[src/design/rra_pkg.sv]
// types, widths and constants of the range running average block
package rra_pkg;

   localparam int NumSensorsDefault = 2;

   localparam int SensorW   = 1;
   localparam int DistW     = 16;
   localparam int SumW      = 24;
   localparam int CountW    = 8;
   localparam int AvgW      = 16;
   localparam int LimitW    = 16;
   localparam int WindowW   = 8;
   localparam int CsrIndexW = 1;
   localparam int CsrDataW  = 16;

   // divider operands: the sum may carry one extra bit, the count may reach 256
   localparam int DivW      = SumW + 1;
   localparam int DivisorW  = CountW + 1;
   localparam int DivStepW  = $clog2(DivW);

   localparam logic [LimitW-1:0]  RangeLimitReset = LimitW'(2000);
   localparam logic [WindowW-1:0] WindowReset     = WindowW'(8);

   typedef enum logic [CsrIndexW-1:0] {
      CSR_RANGE_LIMIT,
      CSR_WINDOW_SAMPLES
   } csr_index_type;

   typedef enum logic [2:0] {
      ST_IDLE,
      ST_READ,
      ST_DIV,
      ST_POST,
      ST_DONE
   } state_type;

   typedef enum logic [1:0] {
      PH_TRIM,
      PH_AVG,
      PH_DECAY
   } div_phase_type;

   typedef struct packed {
      logic [SumW-1:0]   sum;
      logic [CountW-1:0] count;
      logic [AvgW-1:0]   avg;
   } entry_type;

endpackage

[src/design/rra_if.sv]
// valid/ready channels for readings and results
interface rra_req_if;
   logic                       valid;
   logic                       ready;
   logic [rra_pkg::SensorW-1:0] sensor_index;
   logic [rra_pkg::DistW-1:0]   distance_mm;

   modport source (output valid, output sensor_index, output distance_mm, input ready);
   modport sink   (input valid, input sensor_index, input distance_mm, output ready);
endinterface

interface rra_rsp_if;
   logic                       valid;
   logic                       ready;
   logic [rra_pkg::SensorW-1:0] out_sensor;
   logic [rra_pkg::AvgW-1:0]    filtered_mm;
   logic [rra_pkg::DistW-1:0]   raw_mm;

   modport source (output valid, output out_sensor, output filtered_mm, output raw_mm,
                   input ready);
   modport sink   (input valid, input out_sensor, input filtered_mm, input raw_mm,
                   output ready);
endinterface

[src/design/range_running_average.sv]
// Per-sensor running average of distance readings. One reading is taken at a time and
// gives one result beat. Each sensor's sum, count and average live in one small
// synchronous memory that is read, updated and written back per reading. The update
// runs through a bit-serial divider of 25 steps: an in-range reading that needs no
// trim or an out-of-range reading takes one division, an in-range reading that
// overflows the window takes two divisions. A result waiting in the output register
// does not block the next accept. Writing either configuration register clears every
// sensor's state at once (valid bits, no clearing pass). Readings tagged with a sensor
// at or above NUM_SENSORS leave the state alone and report an average of zero.
module range_running_average #(
   parameter int NUM_SENSORS = rra_pkg::NumSensorsDefault
) (
   input  logic                          clock,
   input  logic                          reset,
   rra_req_if.sink                       req_bus,
   rra_rsp_if.source                     rsp_bus,
   input  logic                          csr_we,
   input  logic [rra_pkg::CsrIndexW-1:0] csr_index,
   input  logic [rra_pkg::CsrDataW-1:0]  csr_wdata
);

   localparam int AddrW = (NUM_SENSORS > 1) ? $clog2(NUM_SENSORS) : 1;

   // control state
   rra_pkg::state_type                state_ff, state_in;
   rra_pkg::div_phase_type            phase_ff, phase_in;
   logic [NUM_SENSORS-1:0]            valid_ff, valid_in;
   logic [rra_pkg::LimitW-1:0]        range_limit_ff, range_limit_in;
   logic [rra_pkg::WindowW-1:0]       window_ff, window_in;
   logic                              rsp_valid_ff, rsp_valid_in;
   logic [rra_pkg::DivStepW-1:0]      step_ff, step_in;

   // payload
   logic [rra_pkg::SensorW-1:0]       sel_ff, sel_in;
   logic [rra_pkg::DistW-1:0]         dist_ff, dist_in;
   logic [rra_pkg::DivW-1:0]          sum_ff, sum_in;
   logic [rra_pkg::DivisorW-1:0]      cnt_ff, cnt_in;
   logic [rra_pkg::AvgW-1:0]          avg_ff, avg_in;
   logic [rra_pkg::DivW-1:0]          quo_ff, quo_in;
   logic [rra_pkg::DivisorW-1:0]      rem_ff, rem_in;
   logic [rra_pkg::DivisorW-1:0]      divisor_ff, divisor_in;
   logic [rra_pkg::SensorW-1:0]       rsp_sensor_ff, rsp_sensor_in;
   logic [rra_pkg::AvgW-1:0]          rsp_filtered_ff, rsp_filtered_in;
   logic [rra_pkg::DistW-1:0]         rsp_raw_ff, rsp_raw_in;

   // sensor store
   rra_pkg::entry_type                mem [NUM_SENSORS];
   rra_pkg::entry_type                rd_data_ff;
   rra_pkg::entry_type                mem_wdata;
   logic                              mem_we;
   logic [AddrW-1:0]                  rd_addr;
   logic [AddrW-1:0]                  wr_addr;

   // combinational helpers
   logic                              sel_ok;
   rra_pkg::entry_type                entry;
   logic [rra_pkg::DivW-1:0]          sum_add;
   logic [rra_pkg::DivisorW-1:0]      cnt_add;
   logic [rra_pkg::DivW-1:0]          sum_sub;
   logic [rra_pkg::DivisorW-1:0]      cnt_dec;
   logic [rra_pkg::DivisorW:0]        trial;
   logic                              trial_ge;
   logic                              div_start;
   logic [rra_pkg::DivW-1:0]          div_dividend;
   logic [rra_pkg::DivisorW-1:0]      div_divisor;

   assign rd_addr = AddrW'(req_bus.sensor_index);
   assign wr_addr = AddrW'(sel_ff);
   assign sel_ok  = (32'(sel_ff) < NUM_SENSORS);

   assign req_bus.ready       = (state_ff == rra_pkg::ST_IDLE);
   assign rsp_bus.valid       = rsp_valid_ff;
   assign rsp_bus.out_sensor  = rsp_sensor_ff;
   assign rsp_bus.filtered_mm = rsp_filtered_ff;
   assign rsp_bus.raw_mm      = rsp_raw_ff;

   always_ff @(posedge clock) begin
      if (mem_we) begin
         mem[wr_addr] <= mem_wdata;
      end
      rd_data_ff <= mem[rd_addr];
   end

   always_comb begin
      entry    = valid_ff[wr_addr] ? rd_data_ff : '0;
      sum_add  = rra_pkg::DivW'(entry.sum) + rra_pkg::DivW'(dist_ff);
      cnt_add  = rra_pkg::DivisorW'(entry.count) + rra_pkg::DivisorW'(1);
      sum_sub  = sum_ff - quo_ff;
      cnt_dec  = (cnt_ff == '0) ? '0 : cnt_ff - rra_pkg::DivisorW'(1);
      trial    = {rem_ff, quo_ff[rra_pkg::DivW-1]};
      trial_ge = (trial >= {1'b0, divisor_ff});
   end

   always_comb begin
      state_in        = state_ff;
      phase_in        = phase_ff;
      valid_in        = valid_ff;
      range_limit_in  = range_limit_ff;
      window_in       = window_ff;
      rsp_valid_in    = rsp_valid_ff;
      step_in         = step_ff;
      sel_in          = sel_ff;
      dist_in         = dist_ff;
      sum_in          = sum_ff;
      cnt_in          = cnt_ff;
      avg_in          = avg_ff;
      quo_in          = quo_ff;
      rem_in          = rem_ff;
      divisor_in      = divisor_ff;
      rsp_sensor_in   = rsp_sensor_ff;
      rsp_filtered_in = rsp_filtered_ff;
      rsp_raw_in      = rsp_raw_ff;
      mem_we          = 1'b0;
      mem_wdata       = '0;
      div_start       = 1'b0;
      div_dividend    = '0;
      div_divisor     = '0;

      if (rsp_valid_ff && rsp_bus.ready) begin
         rsp_valid_in = 1'b0;
      end

      unique case (state_ff)
         rra_pkg::ST_IDLE: begin
            if (req_bus.valid) begin
               sel_in   = req_bus.sensor_index;
               dist_in  = req_bus.distance_mm;
               state_in = rra_pkg::ST_READ;
            end
         end
         rra_pkg::ST_READ: begin
            if (!sel_ok) begin
               avg_in   = '0;
               state_in = rra_pkg::ST_DONE;
            end else begin
               avg_in = entry.avg;
               if (dist_ff < range_limit_ff) begin
                  sum_in       = sum_add;
                  cnt_in       = cnt_add;
                  phase_in     = (cnt_add > rra_pkg::DivisorW'(window_ff)) ?
                                 rra_pkg::PH_TRIM : rra_pkg::PH_AVG;
                  div_start    = 1'b1;
                  div_dividend = sum_add;
                  div_divisor  = cnt_add;
               end else begin
                  sum_in       = rra_pkg::DivW'(entry.sum);
                  cnt_in       = rra_pkg::DivisorW'(entry.count);
                  phase_in     = rra_pkg::PH_DECAY;
                  div_start    = 1'b1;
                  div_dividend = rra_pkg::DivW'(entry.sum);
                  div_divisor  = (entry.count == '0) ? rra_pkg::DivisorW'(1) :
                                 rra_pkg::DivisorW'(entry.count);
               end
            end
         end
         rra_pkg::ST_DIV: begin
            // one quotient bit per cycle
            quo_in = {quo_ff[rra_pkg::DivW-2:0], trial_ge};
            rem_in = trial_ge ? rra_pkg::DivisorW'(trial - {1'b0, divisor_ff}) :
                                trial[rra_pkg::DivisorW-1:0];
            step_in = step_ff + rra_pkg::DivStepW'(1);
            if (step_ff == rra_pkg::DivStepW'(rra_pkg::DivW - 1)) begin
               state_in = rra_pkg::ST_POST;
            end
         end
         rra_pkg::ST_POST: begin
            case (phase_ff)
               rra_pkg::PH_TRIM: begin
                  sum_in       = sum_sub;
                  cnt_in       = cnt_dec;
                  phase_in     = rra_pkg::PH_AVG;
                  div_start    = 1'b1;
                  div_dividend = sum_sub;
                  div_divisor  = (cnt_dec == '0) ? rra_pkg::DivisorW'(1) : cnt_dec;
               end
               rra_pkg::PH_AVG: begin
                  avg_in   = quo_ff[rra_pkg::AvgW-1:0];
                  state_in = rra_pkg::ST_DONE;
               end
               default: begin
                  sum_in   = sum_sub;
                  cnt_in   = cnt_dec;
                  state_in = rra_pkg::ST_DONE;
               end
            endcase
         end
         rra_pkg::ST_DONE: begin
            // wait for the output register to free up
            if (!rsp_valid_ff || rsp_bus.ready) begin
               mem_we          = sel_ok;
               mem_wdata.sum   = sum_ff[rra_pkg::SumW-1:0];
               mem_wdata.count = cnt_ff[rra_pkg::CountW-1:0];
               mem_wdata.avg   = avg_ff;
               if (sel_ok) begin
                  valid_in[wr_addr] = 1'b1;
               end
               rsp_valid_in    = 1'b1;
               rsp_sensor_in   = sel_ff;
               rsp_filtered_in = avg_ff;
               rsp_raw_in      = dist_ff;
               state_in        = rra_pkg::ST_IDLE;
            end
         end
         default: begin
            state_in = rra_pkg::ST_IDLE;
         end
      endcase

      if (div_start) begin
         quo_in     = div_dividend;
         rem_in     = '0;
         divisor_in = div_divisor;
         step_in    = '0;
         state_in   = rra_pkg::ST_DIV;
      end

      if (csr_we) begin
         unique case (rra_pkg::csr_index_type'(csr_index))
            rra_pkg::CSR_RANGE_LIMIT: begin
               range_limit_in = csr_wdata[rra_pkg::LimitW-1:0];
            end
            rra_pkg::CSR_WINDOW_SAMPLES: begin
               window_in = csr_wdata[rra_pkg::WindowW-1:0];
            end
            default: begin
               window_in = window_ff;
            end
         endcase
         valid_in = '0;
      end
   end

   always_ff @(posedge clock) begin
      if (reset) begin
         state_ff       <= rra_pkg::ST_IDLE;
         phase_ff       <= rra_pkg::PH_AVG;
         valid_ff       <= '0;
         range_limit_ff <= rra_pkg::RangeLimitReset;
         window_ff      <= rra_pkg::WindowReset;
         rsp_valid_ff   <= 1'b0;
         step_ff        <= '0;
      end else begin
         state_ff       <= state_in;
         phase_ff       <= phase_in;
         valid_ff       <= valid_in;
         range_limit_ff <= range_limit_in;
         window_ff      <= window_in;
         rsp_valid_ff   <= rsp_valid_in;
         step_ff        <= step_in;
      end
   end

   always_ff @(posedge clock) begin
      sel_ff          <= sel_in;
      dist_ff         <= dist_in;
      sum_ff          <= sum_in;
      cnt_ff          <= cnt_in;
      avg_ff          <= avg_in;
      quo_ff          <= quo_in;
      rem_ff          <= rem_in;
      divisor_ff      <= divisor_in;
      rsp_sensor_ff   <= rsp_sensor_in;
      rsp_filtered_ff <= rsp_filtered_in;
      rsp_raw_ff      <= rsp_raw_in;
   end

endmodule

[src/flat_wrapper.sv]
// flat-port wrapper written by rule: the top's interface ports become plain ports
module range_running_average_flat 
#(
   parameter int NUM_SENSORS = rra_pkg::NumSensorsDefault
)
  (clock, reset, csr_we, csr_index, csr_wdata, req_bus_valid, req_bus_sensor_index, req_bus_distance_mm, req_bus_ready, rsp_bus_valid, rsp_bus_out_sensor, rsp_bus_filtered_mm, rsp_bus_raw_mm, rsp_bus_ready);
  rra_req_if req_bus_i ();
  rra_rsp_if rsp_bus_i ();
  input  logic clock;
  input  logic reset;
  input  logic csr_we;
  input  logic [rra_pkg::CsrIndexW-1:0] csr_index;
  input  logic [rra_pkg::CsrDataW-1:0] csr_wdata;
  input wire logic [$bits(req_bus_i.valid)-1:0] req_bus_valid;
  input wire logic [$bits(req_bus_i.sensor_index)-1:0] req_bus_sensor_index;
  input wire logic [$bits(req_bus_i.distance_mm)-1:0] req_bus_distance_mm;
  output wire logic [$bits(req_bus_i.ready)-1:0] req_bus_ready;
  output wire logic [$bits(rsp_bus_i.valid)-1:0] rsp_bus_valid;
  output wire logic [$bits(rsp_bus_i.out_sensor)-1:0] rsp_bus_out_sensor;
  output wire logic [$bits(rsp_bus_i.filtered_mm)-1:0] rsp_bus_filtered_mm;
  output wire logic [$bits(rsp_bus_i.raw_mm)-1:0] rsp_bus_raw_mm;
  input wire logic [$bits(rsp_bus_i.ready)-1:0] rsp_bus_ready;
  assign req_bus_i.valid = req_bus_valid;
  assign req_bus_i.sensor_index = req_bus_sensor_index;
  assign req_bus_i.distance_mm = req_bus_distance_mm;
  assign req_bus_ready = req_bus_i.ready;
  assign rsp_bus_valid = rsp_bus_i.valid;
  assign rsp_bus_out_sensor = rsp_bus_i.out_sensor;
  assign rsp_bus_filtered_mm = rsp_bus_i.filtered_mm;
  assign rsp_bus_raw_mm = rsp_bus_i.raw_mm;
  assign rsp_bus_i.ready = rsp_bus_ready;
  range_running_average #(.NUM_SENSORS(NUM_SENSORS)) u_core (.clock(clock), .reset(reset), .req_bus(req_bus_i), .rsp_bus(rsp_bus_i), .csr_we(csr_we), .csr_index(csr_index), .csr_wdata(csr_wdata));
endmodule
[config.mk]
export PLATFORM = sky130hd
export DESIGN_NAME = range_running_average_flat
export DESIGN_NICKNAME = d
export VERILOG_FILES = /design/src/design/rra_pkg.sv /design/src/design/rra_if.sv /design/src/design/range_running_average.sv /design/src/flat_wrapper.sv
export SDC_FILE = /design/constraint.sdc
export NUM_CORES = 1
export LEC_CHECK = 0
export BUFFER_PORTS_ARGS = -buffer_cell sky130_fd_sc_hd__buf_2
export CAP_MARGIN = 10
export CORE_ASPECT_RATIO = 1.2
export CORE_MARGIN = 2
export CORE_UTILIZATION = 55
export CTS_BUF_LIST = sky130_fd_sc_hd__clkbuf_16
export DETAILED_ROUTE_END_ITERATION = 10
export PLACE_DENSITY = 0.85
export SLEW_MARGIN = 20
export SYNTH_ARGS = -nofsm -noshare
export SYNTH_HDL_FRONTEND = slang
export SYNTH_SLANG_ARGS = --single-unit
[constraint.sdc]
create_clock -name clock -period 7.65 [get_ports clock]
set_input_delay 1.1475 -clock clock [delete_from_list [all_inputs] [get_ports clock]]
set_output_delay 1.1475 -clock clock [all_outputs]
set_load 0.005 [all_outputs]
# Word-level counts from Yosys, hierarchy flattened
# Memories as Yosys holds them, arrays and structs flattened. A register that Yosys moved wholly into a read port is not among the register bits.
# Index checks and enable logic that the tools add are counted.
[op_classes] add_sub_neg=6 order_cmp=5 eq_ne=18 muxes=45 n_bitwise=3 reduce_logical=22
[op_table] operator="$mux 48" n=3
[op_table] operator="$mux 25" n=5
[op_table] operator="$pmux 25 s2" n=2
[op_table] operator="$mux 9" n=7
[op_table] operator="$pmux 9 s2" n=2
[op_table] operator="$pmux 16 s2" n=1
[op_table] operator="$add 24x16->25" n=1
[op_table] operator="$sub 25x25->25" n=1
[op_table] operator="$logic_not 9->1" n=2
[op_table] operator="$lt 16x16->1" n=1
[op_table] operator="$mux 16" n=1
[op_table] operator="$pmux 3 s5" n=1
[op_table] operator="$reduce_and 2->1" n=7
[op_table] operator="$mux 1" n=12
[op_table] operator="$mux 3" n=4
[op_table] operator="$ge 10x9->1" n=1
[op_table] operator="$reduce_and 5->1" n=2
[op_table] operator="$add 8x1->9 const B" n=1
[op_table] operator="$gt 9x8->1" n=1
[op_table] operator="$sub 9x1->9 const B" n=1
[op_table] operator="$sub 9x9->9" n=1
[op_table] operator="$logic_not 8->1" n=1
[op_table] operator="$mux 8" n=1
[op_table] operator="$ne 2x1->1 const B" n=4
[op_table] operator="24 further kinds" n=36
[word_totals] ff_bits=180 mem_bits_rw=96 in_bits=39 output_inout_bits=35 elab_cells=119 n_memories=1
[mem_list] memory="u_core.mem" words=2 word_bits=48 read_ports=1 rd_ports_with_merged_regs=1 write_ports=1 line="range_running_average.sv:47" source="rra_pkg::entry_type mem [NUM_SENSORS];"

# Depth between registers and ports, before layout
# Gate-level depths: netlist of run 1.
[logic_depth] word_depth=8 ltp_mapped=18 mapped_depth_nobuf=15

# Least setup slack after synthesis of run 1
# OpenSTA, ideal clock, no wires.
[synth_timing] path_type="input port to flip-flop" start="input port rsp_bus_ready" end="memory u_core.mem[0][0] in the netlist's numbering, enable pin" setup_ns=0.515 arrival_ns=4.721 t_required_ns=7.135 path_slack_ns=2.414 cell_stages=3 n_path_buf=1 path_cell_list="nor2b_1 -> clkbuf_1 -> nor3_1"
[synth_via] elab_chain_cells=5
[synth_lines] item="start, declared" line="flat_wrapper.sv:22" source="input wire logic [$bits(rsp_bus_i.ready)-1:0] rsp_bus_ready;"
[synth_lines] item="$logic_or 1x1->1" line="range_running_average.sv:189" source="if (!rsp_valid_ff || rsp_bus.ready) begin"
[synth_lines] item="$mux 1" line="range_running_average.sv:189"
[synth_lines] item="$mux 1" line="range_running_average.sv:123" source="unique case (state_ff)"
[synth_lines] item="$mux 1" line="range_running_average.sv:78" source="if (mem_we) begin"
[synth_lines] item="$mux 1 (not written as such)" line="range_running_average.sv:79" source="mem[wr_addr] <= mem_wdata;"
[synth_lines] item="end, declared" line="range_running_average.sv:47"
# Every way passes these cells.

# Worst setup path in the final report of run 1
[layout_timing] start="register u_core.sel_ff" end="register u_core.quo_ff[22] in the netlist's numbering, data pin"
[layout_via] elab_chain_cells=7
[layout_lines] item="start, declared" line="range_running_average.sv:34" source="logic [rra_pkg::SensorW-1:0] sel_ff, sel_in;"
[layout_lines] item="start signal, assigned" line="range_running_average.sv:254" source="sel_ff <= sel_in;"
[layout_lines] item="$mux 1 (not written as such) * (2 in series)" line="range_running_average.sv:85" source="entry = valid_ff[wr_addr] ? rd_data_ff : '0;"
[layout_lines] item="$mux 48 *" line="range_running_average.sv:85"
[layout_lines] item="$add 24x16->25" line="range_running_average.sv:86" source="sum_add = rra_pkg::DivW'(entry.sum) + rra_pkg::DivW'(dist_ff);"
[layout_lines] item="$mux 25 *" line="range_running_average.sv:137" source="if (dist_ff < range_limit_ff) begin"
[layout_lines] item="$pmux 25 s2 *" line="range_running_average.sv:123"
[layout_lines] item="$mux 25 *" line="range_running_average.sv:209" source="if (div_start) begin"
[layout_lines] item="net u_core.quo_in, one bit" line="range_running_average.sv:39" source="logic [rra_pkg::DivW-1:0] quo_ff, quo_in;"
[layout_lines] item="end signal, assigned" line="range_running_average.sv:259" source="quo_ff <= quo_in;"
[layout_lines] item="end, declared" line="range_running_average.sv:39"
# Mark *: on every way through the listed nets, which the timed path passes. The rest lies on a longest branch. The select of a mux whose other input is x is not followed.
# A chain may end at the register's enable or synchronous reset.

==> metrics.md, run 1 <==
| Metric | Value |
|---|---|
| Status | completed |
| Critical path class | flop to flop |
| Reg-to-reg endpoint | u_core.quo_ff[22]$_DFFE_PP_ |
| Sequential fraction of the synthesis area | ~55% |
| Post-Syn Nets | 1552 |
| Final nets | about 1600 |
| P_leak | 6.58 nW |
| Global-route wire length before repair | slightly below 60 mm |
| Hold crit path type | flop to flop |
| Crit-path slowest cell | mux2_4 |
| R2R Setup Slk | about 3.7 ns |
| CP Cell Sequence | mux2_4 > and2_1 > ha_1 > ha_1 > o21bai_1 > a31o_2 > o2111ai_2 > a311oi_2 > nor4b_2 > o21ai_2 > nand3b_2 > xor2_1 > o221ai_1 |
| Largest net degree at the start of global routing | roughly 80 |
| Clock transition at the registers of the reported paths | 0.06 ns |
| Distinct cells, synth | 70 |
| Clk_skew | roughly 0.027 ns |
| CP Capture Type | flop |
| Avg WL per Cell | approximately 19 um |
| Grt ovf | 0 |
| Least-Margin Pin Slew | a little over 1 ns |
| Worst Setup SP | u_core.sel_ff$_DFFE_PP_ |
| Fin. max-slew vios | 0 |
| TritonCTS clock tree | built |
| Vias per cell | between 6 and 7 |
| Largest stage delay on the critical path | approximately 0.52 ns |
| Chip height | roughly 190 um |
| Fin. Hold Viols | 0 |
| CP bufs+invs | 0 |
| Share of the synthesized area in the top cell type | between 40% and 50% |
| CP endpoint | u_core.quo_ff[22]$_DFFE_PP_ |
| Fmax achieved | 252 MHz |
| PostCTS Resize Cnt | 0 |
| Port-buffer cells | 73 |
| Initial core utilization | 55.5% |
| CTS HTree Levels | 1 |
| Cell family with most CP delay | compound AO/OA/AOI/OAI gates |
| Synth top cells by count | edfxtp_1, nand2_1, dfxtp_1 |
| Antenna cell count | 0 |
| Vias in the first global route | between 10000 and 15000 |
| Die area | just over 30000 um^2 |
| 1st-pass router iterations | 7 |
| Vias | 11500 |
| Die W | 159 um |
| Cts bufs inserted | 31 |
| Post-synth EDFFs | 230 |
| Root Buffer | clkbuf_16 |
| Post-CTS setup buffer count | 0 |
| Max IR drop VDD | between 0.2 and 0.25 mV |
| Req. time, crit path | 7.95 ns |
| Worst path most repeated cell | ha_1 |
| GR Util All Layers | between 20% and 30% |
| Sum Neg Setup Slack | 0 ns |
| Post-Route WL | around 36 mm |
| Synth Cell Area | between 15000 and 20000 um^2 |
| Core Area | 28600 um^2 |
| Post-Route M1 WL | around 15 mm |
| Hold Buf Count CTS | 0 |
| Slew HR | between 30% and 40% |
| DP HPWL | between 20 and 25 mm |
| Metal2 WL | 17.5 mm |
| Power Density | 235 nW/um^2 |
| Metal3 WL | about 2.7 mm |
| Initial antenna violation count | 0 |
| Post-synthesis average cell area | approximately 11 um^2 |
| Post-route ant nets | 0 |
| # setup viols final | 0 |
| Top layer in use | met4 |
| Levels on crit path | 13 |
| I/O pin count | 74 |
| Fin Hold WS | 0.442 ns |
| Startpoint types | flop |
| Post-synthesis instance total | 1443 |
| Period utilisation layout | around half |
| Syn-to-layout area delta | 11.0% |
| Starting DRC count in detailed routing | between 1000 and 1500 |
| FF-to-FF path depth | 13 |
| Worst skew pair latency | roughly 0.59 ns |
| RSZ-0062 raised after global routing | no |
| Clock tree buffer depth | 3 |
| Ys async rst share | 0% |
| Commonest register cell after synthesis | edfxtp_1 |
| CP Data Arrival Time | around 4.3 ns |
| Synth area leaders | edfxtp_1, dfxtp_1, ha_1, nand2_1, mux2_2 |
| RePlAce Congestion | a little over 0.9 |
| Max-Cap Viols | 0 |
| Share of layout cells above drive strength 1 | between 10% and 20% |
| Seq cells post-synth | between 300 and 400 |
| Reg2Reg Launch Point | u_core.sel_ff$_DFFE_PP_ |
| Period minus WS final | between 3 and 4 ns |
| Number of synthesis warnings | 0 |
| Leading area contributor after synthesis | edfxtp_1 |
| DRC Markers | 0 |
| Rows | 68 |
| CTS Sinks | around 320 |
| Most common cell in the synthesized netlist | edfxtp_1 |
| Max FO, Critical Path | a little over 40 |
==> report_power, final <==
group,switching (mW),internal (mW)
clock network,0.659,0.801
logic,0.387,0.258
registers,0.0687,1.96
total,1.11,3.02
==> cells in the final DEF (no fill, tap or decap), types with 15 or more instances in the layout <==
master,n
ha_1,68
nand3_1,35
nand2_1,145
o221ai_1,18
o21a_1,15
inv_1,92
a21o_1,17
buf_4,18
xnor2_1,50
mux2_2,48
nor2_1,79
and2_1,58
xor2_1,33
o21ai_0,83
nor3_1,27
clkbuf_16,31
edfxtp_1,230
mux2i_1,16
buf_2,73
a31oi_1,22
a21oi_1,73
dfxtp_1,94
==> through the flow <==
| stage | cells | setup slack [ns] | instance area, um^2 | total power, mW | util (%) |
|---|---|---|---|---|---|
| 5_1_grt | 1912 | 3.52 | 17600 | 4.29 | 61.7 |
| 6_report | 1912 | 3.68 | 17600 | 4.14 | 61.7 |
| 3_3_place_gp | 1854 | 3.90 | 16700 | 2.67 | 58.3 |
| 3_5_place_dp | 1854 | 3.74 | 16700 | 2.70 | 58.3 |
| 4_1_cts | 1912 | 3.74 | 17600 | 4.15 | 61.7 |
| 2_1_floorplan | 1443 | 2.41 | 15900 | 2.52 | - |
==> worst min path at each step <==
stage / from / end / depth (start not counted)
floorplan: u_core.avg_ff[0]$_DFFE_PP_ / u_core.rsp_bus.filtered_mm[0]$_DFFE_PP_ / 0
global placement: u_core.avg_ff[3]$_DFFE_PP_ / u_core.rsp_bus.filtered_mm[3]$_DFFE_PP_ / 0
detailed placement: u_core.avg_ff[15]$_DFFE_PP_ / u_core.rsp_bus.filtered_mm[15]$_DFFE_PP_ / 0
CTS: u_core.avg_ff[15]$_DFFE_PP_ / u_core.rsp_bus.filtered_mm[15]$_DFFE_PP_ / 0
global route: u_core.avg_ff[15]$_DFFE_PP_ / u_core.rsp_bus.filtered_mm[15]$_DFFE_PP_ / 0
finish: u_core.avg_ff[15]$_DFFE_PP_ / u_core.rsp_bus.filtered_mm[15]$_DFFE_PP_ / 0
==> area by class of cell <==
type | count | area (um^2)
clock inverters | 27 | 180
flip-flops and latches | 324 | 8790
well taps | 385 | 482
repair buffers | 91 | 500
fillers | 2230 | 11000
clock buffers | 31 | 776
inverters | 86 | 323
multi-input cells | 968 | 6580
==> flip-flops by register name, indices dropped and copies added, names as in the netlist, 3 cells and up <==
signal / cells
u_core.state_ff: 3
u_core.quo_ff: 25
u_core.rem_ff: 9
u_core.range_limit_ff: 16
u_core.rsp_bus.filtered_mm: 16
u_core.step_ff: 5
u_core.window_ff: 8
u_core.rsp_bus.raw_mm: 16
u_core.avg_ff: 16
u_core.sum_ff: 25
u_core.divisor_ff: 9
u_core.cnt_ff: 9
u_core.mem: 96
u_core.dist_ff: 16
u_core.rd_data_ff: 48
==> cell families (layout without fill, tap and decap cells) <==
family                   after synthesis  after routing  synth area share (%)
buffers and inverters                151            235                  3.62
AND/OR/NAND/NOR                      422            422                  12.9
adder cells (fa/ha/maj)               77             77                  6.05
AO/OA/AOI/OAI                        320            320                  13.0
XOR/XNOR                              83             83                  4.58
multiplexers                          66             66                  4.57
flip-flops                           324            324                  55.3
==> layer usage <==
layer	vias up	GRT usage (%)
li1	5347	-
met1	5491	29.6
met2	531	41.3
met3	105	3.31
met4	0	10.4
met5	-	0
(Power assumes the default switching activity.)
==> run 2: changes to the inputs <==
==> constraint.sdc (replaced) <==
create_clock -name clock -period 3.95 [get_ports clock]
set_input_delay 0.5925 -clock clock [delete_from_list [all_inputs] [get_ports clock]]
set_output_delay 0.5925 -clock clock [all_outputs]
set_load 0.005 [all_outputs]
==> run 2 against run 1 <==
Compared with the run above:
- count of clock-buffer cells in the layout rose by 1
- first-iteration DRC count fell by 0.28%
- routed wire length rose by 2.1%
- register-to-register slack got worse by 3.2 ns
- largest power group unchanged
- via count fell by 0.63%
- sequential cell count did not move
- non-clock buffer count rose by 9
- die area did not move
- cell count rose by 0.37%
==> metrics.md, run 2 (synthesis gave the netlist of run 1 again) <==
| Metric | Value |
|---|---|
| Largest net degree at the start of global routing | 50 |
| 1st-pass router iterations | 5 |
| Period utilisation layout | 88.3% |
| RSZ-0062 raised after global routing | no |
| Vias | 11400 |
| Post-CTS setup buffer count | 0 |
| Clk_skew | ~0.014 ns |
| Least-Margin Pin Slew | approximately 0.94 ns |
| Max reg flops | between 90 and 100 |
| Clock power frac | approximately a third |
| RePlAce Congestion | 0.935 |
| Post-route ant nets | 0 |
| Fin. Hold Viols | 0 |
| Sw frac | 26.9% |
| Startpoint types | flop |
| Post-Route WL | around 37 mm |
| Flop pwr share | 49.2% |
| Fmax achieved | about 290 MHz |
| Most common cell after layout, fill and taps aside | edfxtp_1 |
| Clock tree buffer depth | 3 |
| Power Density | between 400 and 500 nW/um^2 |
| Slew HR | around 37% |
| I/O pin count | 74 |
| Worst skew pair latency | between 0.5 and 0.6 ns |
| Status | completed |
| DRC Markers | 0 |
| Rows | 68 |
| Period minus WS final | around 3.5 ns |
| Req. time, crit path | 4.23 ns |
| Share of layout cells above drive strength 1 | between 10% and 20% |
| Initial core utilization | 55.5% |
| Switch Pwr | about 2.1 mW |
| Antenna cell count | 0 |
| Port-buffer cells | between 70 and 80 |
| Hold crit path type | input pin to flop |
| Reg2Reg Launch Point | u_core.sel_ff$_DFFE_PP_ |
| # setup viols final | 0 |
| CTS HTree Levels | 1 |
| Max-Cap Viols | 0 |
| Fillers | ~2200 |
| Final nets | approximately 1600 |
| Largest registers | u_core.mem x96, u_core.rd_data_ff x48 |
| Hold Crit Start | req_bus_distance_mm[3] |
| Cts bufs inserted | 30 |
| CP Data Arrival Time | approximately 3.8 ns |
| Grt ovf | 0 |
| TritonCTS clock tree | built |
| Syn-to-layout area delta | 11.5% |
| Max FO, Critical Path | 7 |
| CP Capture Type | flop |
| P_leak | around 6.7 nW |
| P_int | ~6 mW |
| Starting DRC count in detailed routing | between 1000 and 1500 |
| Initial antenna violation count | 0 |
| Die W | between 150 and 200 um |
| Comb power frac | 15.9% |
| CTS Sinks | approximately 320 |
| Critical path class | flop to flop |
| Global-route wire length before repair | ~60 mm |
| Root Buffer | clkbuf_16 |
| Hold Buf Count CTS | 0 |
| Largest Register | u_core.mem |
| Clock transition at the registers of the reported paths | ~0.070 ns |
| Post-layout util | approximately three fifths |
| Worst Setup SP | u_core.sel_ff$_DFFE_PP_ |
| Avg WL per Cell | about 19 um |
| Commonest non-fill, non-tap cells in the layout | edfxtp_1, nand2_1, dfxtp_1 |
| GR Util All Layers | about a quarter |
| Chip height | 190 um |
| Sum Neg Setup Slack | 0 ns |
| DP HPWL | approximately 26 mm |
| Fin. max-slew vios | 0 |
| Max IR drop VDD | between 0.3 and 0.4 mV |
| Vias in the first global route | between 10000 and 15000 |
| Die area | just over 30000 um^2 |
| PostCTS Resize Cnt | 0 |
| Overall power | 7.99 mW |
| Core Area | ~29000 um^2 |
| Vias per cell | 5.94 |
==> run 2: metal layers <==
| metal | part of all wire (%) | global-route usage [%] | vias up |
|---|---|---|---|
| met3 | 7.7 | 3.82 | 95 |
| met4 | 3.5 | 9.48 | 0 |
| met5 | 0 | 0 | - |
| li1 | - | - | 5358 |
| met2 | 49 | 43.1 | 497 |
| met1 | 40 | 30.7 | 5452 |
==> run 2: power groups by stage <==
stage / logic (mW) / clock network (mW) / registers [mW]
final: 1.27 / 2.79 / 3.93
after global routing: 1.40 / 2.96 / 3.95
after CTS: 1.24 / 2.83 / 3.93
after detailed placement: 1.22 / 0 / 4.00
after global placement: 1.18 / 0 / 3.99
after floorplan: 0.936 / 0 / 3.94
==> run 2: final timing paths <==
check	endpoint	slack, ns	depth (start not counted)
setup / recovery	u_core.quo_ff[22]$_DFFE_PP_	0.46	13
hold / removal	u_core.dist_ff[3]$_DFFE_PP_	0.19	1
setup reg to reg	u_core.quo_ff[22]$_DFFE_PP_	0.46	13
hold reg to reg	u_core.rsp_bus.filtered_mm[6]$_DFFE_PP_	0.44	0
==> run 2: through the flow <==
stage | setup slack (ns) | std cells | hold slack, ns | cell area [um^2]
2_1_floorplan | 0.139 | 1443 | 0.417 | 15900
3_3_place_gp | 0.564 | 1863 | 0.425 | 16700
3_5_place_dp | 0.459 | 1863 | 0.430 | 16700
4_1_cts | 0.453 | 1919 | 0.175 | 17700
5_1_grt | 0.191 | 1919 | 0.170 | 17700
6_report | 0.461 | 1919 | 0.192 | 17700
==> run 2: final cells by class <==
type	instances	area, um^2	share of cell area [%]
sequential	324	8790	49.6
multi-input combinational	968	6590	37.2
clock buffer	32	801	4.52
timing repair buffer	100	568	3.21
tap	385	482	2.72
inverter	86	323	1.82
clock inverter	24	146	0.827
==> run 2: critical path: stages (launching register included) <==
cell and delay, ns:
edfxtp_1 0.40, mux2_4 0.33, and2_1 0.17, ha_1 0.22
ha_1 0.23, o21bai_1 0.18, a31o_2 0.31, o2111ai_2 0.26
a311oi_2 0.15, nor4b_2 0.32, o21ai_2 0.14, nand3b_2 0.14
xor2_1 0.20, o221ai_1 0.14
